$ cat config.mk
export PLATFORM = sky130hd
export DESIGN_NAME = cpt_ram
export DESIGN_NICKNAME = d
export VERILOG_FILES = /design/src/chunk_progress_tracker_assert.svh /design/src/cpt_ram.sv
export SDC_FILE = /design/constraint.sdc
export NUM_CORES = 1
export LEC_CHECK = 0
export BUFFER_PORTS_ARGS = -buffer_cell sky130_fd_sc_hd__buf_4
export CAP_MARGIN = 20
export CELL_PAD_IN_SITES_DETAIL_PLACEMENT = 0
export CELL_PAD_IN_SITES_GLOBAL_PLACEMENT = 1
export CORE_MARGIN = 2
export CORE_UTILIZATION = 30
export DETAILED_ROUTE_END_ITERATION = 7
export HOLD_SLACK_MARGIN = 0.15
export PLACE_DENSITY_LB_ADDON = 0.1
export SLEW_MARGIN = 30
export SYNTH_ARGS = -nofsm -noshare
export SYNTH_HDL_FRONTEND = slang
export SYNTH_SLANG_ARGS = --single-unit
$ cat constraint.sdc
create_clock -name clk -period 2.4 [get_ports clk]
set_clock_uncertainty 0.2 [all_clocks]
set_input_delay 0.12 -clock clk [delete_from_list [all_inputs] [get_ports clk]]
set_output_delay 0.12 -clock clk [all_outputs]
set_load 0.01 [all_outputs]
$ cat src/chunk_progress_tracker_assert.svh
// assertion macros for the chunk progress tracker
// expects a clock named clk and an active-high reset named rst in the using module
`ifndef CHUNK_PROGRESS_TRACKER_ASSERT_SVH
`define CHUNK_PROGRESS_TRACKER_ASSERT_SVH

`ifndef NO_ASSERTIONS
`define CPT_ASSERT_ALWAYS(label, expr, msg) \
  label: assert property (@(posedge clk) disable iff (rst) (expr)) else $error(msg);
`define CPT_ASSERT_IMPLY(label, ante, cons, msg) \
  label: assert property (@(posedge clk) disable iff (rst) (ante) |-> (cons)) else $error(msg);
`define CPT_ASSERT_NEXT(label, ante, cons, msg) \
  label: assert property (@(posedge clk) disable iff (rst) (ante) |=> (cons)) else $error(msg);
`else
`define CPT_ASSERT_ALWAYS(label, expr, msg)
`define CPT_ASSERT_IMPLY(label, ante, cons, msg)
`define CPT_ASSERT_NEXT(label, ante, cons, msg)
`endif

`endif

$ cat src/cpt_ram.sv
// generic single-write, single-read ram with registered read data
// no dependencies
`default_nettype none

module cpt_ram #(
  parameter int WIDTH = 8,
  parameter int DEPTH = 16,
  localparam int AW   = (DEPTH > 1) ? $clog2(DEPTH) : 1
) (
  input  wire logic                 clk,
  input  wire logic                 we,
  input  wire logic [AW-1:0]        waddr,
  input  wire logic [WIDTH-1:0]     wdata,
  input  wire logic [AW-1:0]        raddr,
  output      logic [WIDTH-1:0]     rdata
);

  logic [WIDTH-1:0] mem [DEPTH];

  always_ff @(posedge clk) begin
    if (we) begin
      mem[waddr] <= wdata;
    end
    rdata <= mem[raddr];
  end

endmodule

`default_nettype wire

# Word-level counts from Yosys, hierarchy flattened
# Memories as Yosys holds them, arrays and structs flattened. A register that Yosys moved wholly into a read port is not among the register bits.
# Index checks and enable logic that the tools add are counted.
[totals] n_memories=1 output_inout_bits=8 wordCells=3 reg_bits=0 ram_bits=128 input_bits=18
[classes] n_mux=2
[memory_table] memory="mem" depth=16 word_bits=8 rd=1 rd_clocked_by_memory_dff=1 wr=1 line_no="cpt_ram.sv:18" rtl="logic [WIDTH-1:0] mem [DEPTH];"
[ops] cell="2-to-1 mux 1 bit" count=2

# Logic depth before layout (Yosys ltp)
[depth] word_depth=2 mapped_depth=5 ltp_nobuf=3

# Worst setup path after synthesis
# Ideal clock, no wire load.
[synth_timing] path_kind="input -> register" from="input waddr[2]" to="memory mem[0][0] (enable)" t_required_ps=1817 setup_slack_ps=587 setup_ps=383 arrival_time_ps=1230 cell_stages=2 cell_sequence="or3b_2 nor3_1"
[synth_rtl] item="start: declaration" line_no="cpt_ram.sv:12" rtl="input wire logic [AW-1:0] waddr,"
[synth_rtl] item="end: declaration" line_no="cpt_ram.sv:18"
# No word-level cell before the write port.

# Worst setup path in the final report
[layout_timing] from="input waddr[2]" to="memory mem[1][0] (enable)"
# No word-level cell before the write port.

==> results.cfg <==
[timing]
finalSetupViolations = 0
finalSetupTns_ns = 0
final.period_utilization = 0.903
finalHoldViolations = 0
drv_slew = 0
max_slew_margin = 0.639
timing.fmax_mhz = 462
tightestPinTransition_ns = 0.540
rsz0062_at_grt = no
timing.final.crit_period_ns = 2.17
hold_ws_ns = 0.166

[global_routing]
grt_pass1_wl_um = 17400
grt_max_degree = 33
antenna_found_initial = 0
grt_pass1_vias = 2663
overflow = 0
grt.total_usage = 0.141

[power]
irDropWorstVdd_v = 0.000503
p_int_w = 0.00451
swShare = 0.194
leakage_nw = 2.19
power_frac_clock = 0.470
powerDensity_nw_per_um2 = 867
total_power_w = 0.00559
pwr-share-comb = 0.052
power_frac_seq = 0.478
switchingPower_w = 0.00108

[clock_tree]
post_cts_buffers = 0
cts_tree = done
clk_latency_ns = 0.42
clockBufferDepth = 2
cts_htree_levels = 4
clock-sinks = 136
post_cts_resize_count = 0
cts_buffers = 17
clkTransAtPathRegs_ns = 0.06
root_buffer = clkbuf_16

[route]
drtAntennaViolNets = 0
via_count = 2463
avgViaCountPerCell = 4.62
wirelength_met1_um = 5880
wl_met2_um = 5470
drt-total-wl_um = 11900
first_iter_violations = 208
drc = 0
top_layer = met4
drtPass1Iterations = 4
route.met3.wl_um = 387
wire_per_inst_um = 22.3

[floorplanning]
die_h_um = 135
initial_core_util = 0.308
core_sq_um = 16700
die_x_um = 135
ios = 26
fp-row-count = 47
dieArea_sq_um = 18200

[critical_path]
cpLargestDelayFamily = buffers and inverters
crit_path_start_kind = input pin
critical-path-max-stage-delay_ns = 0.63
worst-path-stages = 5
worstSetupEndpointType = flip-flop
arrival_ns = 2.09
cp_common_cell = dlygate4sd3_1
ff2ff_setup_slack_ns = 0.70
cp_data_required_time_ns = 2.32
cp_slowest_cell = dlygate4sd3_1
critPathBufInv = 3
cp_max_fo = 4
criticalPathCategory = in -> reg
rr_worst_depth = 3
path_cells = dlygate4sd3_1, buf_4, or3b_2, nor2_1, dlygate4sd3_1

[synth]
avgSynthCellArea_sq_um = 22.5
synth_seq_area_share = 0.778
synth.area.top_cells = edfxtp_1 (75%), mux4_2 (7.9%), mux4_1 (7.1%), dfxtp_1 (3.1%), a22oi_1 (2.3%)
synth_cells = 229
yosysTopAreaCellShare = 0.747
yosysUniqueCellTypes = 19
synth_top_area_cell = edfxtp_1
synth_area_sq_um = 5150
synth_seq_cells = 136
synth_nets = 247
synth_warnings = 0

[outcome]
status = completed

[finish]
final_core_util = 0.386
drive_above_1_share = 0.284
area_growth_pct = 25.3
final_nets = 318
num_antenna_cells = 0

[placement]
dp.final_hpwl_um = 7230
gp_congestion = 0.702
numPortBuffers = 25

[min_path]
whs_path_depth = 4
worstHoldPathType = in -> reg

[flow_run]
cap_violations = 0
-- final timing paths --
path	startpoint	endpoint
hold / removal	waddr[3]	mem[2][0]
hold reg to reg	mem[12][2]	rdata[2]
setup / recovery	waddr[2]	mem[1][0]
setup reg to reg	mem[1][5]	rdata[5]
-- through the flow --
| step | area [sq um] | setup WS, ns | cells |
|---|---|---|---|
| floorplan | 5150 | 0.587 | 229 |
| global placement | 5690 | 0.394 | 485 |
| detailed placement | 5690 | 0.402 | 485 |
| CTS | 6450 | 0.229 | 533 |
| global route | 6450 | 0.195 | 533 |
| finish | 6450 | 0.233 | 533 |
-- synth_stat cells --
cell,number
nor2_1,13
dfxtp_1,8
mux4_1,14
nand2_1,9
clkdlybuf4s25_2,3
nand3_1,1
nand2b_1,2
buf_6,3
or3b_2,1
edfxtp_1,128
a22oi_1,16
nor3_1,4
mux4_2,18
and2b_1,1
buf_2,3
nand3b_1,2
and2_1,1
nor2b_1,1
buf_4,1
-- worst register-to-register path, cell delays in order, from the launching register on --
cell,delay (ns)
edfxtp_1,0.38
mux4_1,0.51
a22oi_1,0.40
nand2_1,0.09
-- logic make-up (layout without fill, tap and decap cells) --
group,after synthesis,in the layout,synth area share
compound gates,16,16,0.0233
buf+inv,10,94,0.0168
flops,136,136,0.778
mux,32,32,0.150
simple gates,35,35,0.0318
-- final cells by class --
| class | count | area (sq um) |
|---|---|---|
| multi-input cells | 83 | 1060 |
| well taps | 220 | 275 |
| flip-flops and latches | 136 | 4000 |
| clock buffers | 20 | 437 |
| fillers | 1528 | 10300 |
| clock inverters | 12 | 156 |
| repair buffers | 62 | 518 |
-- power by group through the flow --
stage               clock network [W]  logic (W)  registers [W]
floorplan                           0   0.000135        0.00272
global placement                    0   0.000279        0.00272
detailed placement                  0   0.000281        0.00272
CTS                           0.00268   0.000300        0.00267
global route                  0.00279   0.000317        0.00268
finish                        0.00263   0.000290        0.00267
-- placed cells by master, fill, tap and decap left out, types with 2 or more instances in the layout --
cell / synthesis / routed
a22oi_1: 16 / 16
buf_4: 1 / 45
bufinv_16: 0 / 4
clkbuf_1: 0 / 3
clkbuf_16: 0 / 17
clkinv_1: 0 / 5
clkinv_2: 0 / 2
dfxtp_1: 8 / 8
dlygate4sd3_1: 0 / 16
edfxtp_1: 128 / 128
mux4_1: 14 / 14
mux4_2: 18 / 18
nand2_1: 9 / 9
nand2b_1: 2 / 2
nand3b_1: 2 / 2
nor2_1: 13 / 13
nor3_1: 4 / 4
-- repair_timing --
action	in CTS	in global routing
hold endpoints to repair	174	0
hold buffers	16	0
endpoints found under the setup margin	0	0
-- state kept, by name, indices dropped and copies added, names as in the netlist --
name	cells
mem	128
rdata	8
-- layer usage --
| layer | track usage | up-vias |
|---|---|---|
| li1 | - | 1113 |
| met1 | 0.197 | 1292 |
| met2 | 0.209 | 46 |
| met3 | 0.0435 | 12 |
| met4 | 0.0538 | 0 |
| met5 | 0 | - |
No activity file was read; power rests on OpenSTA's default activity.
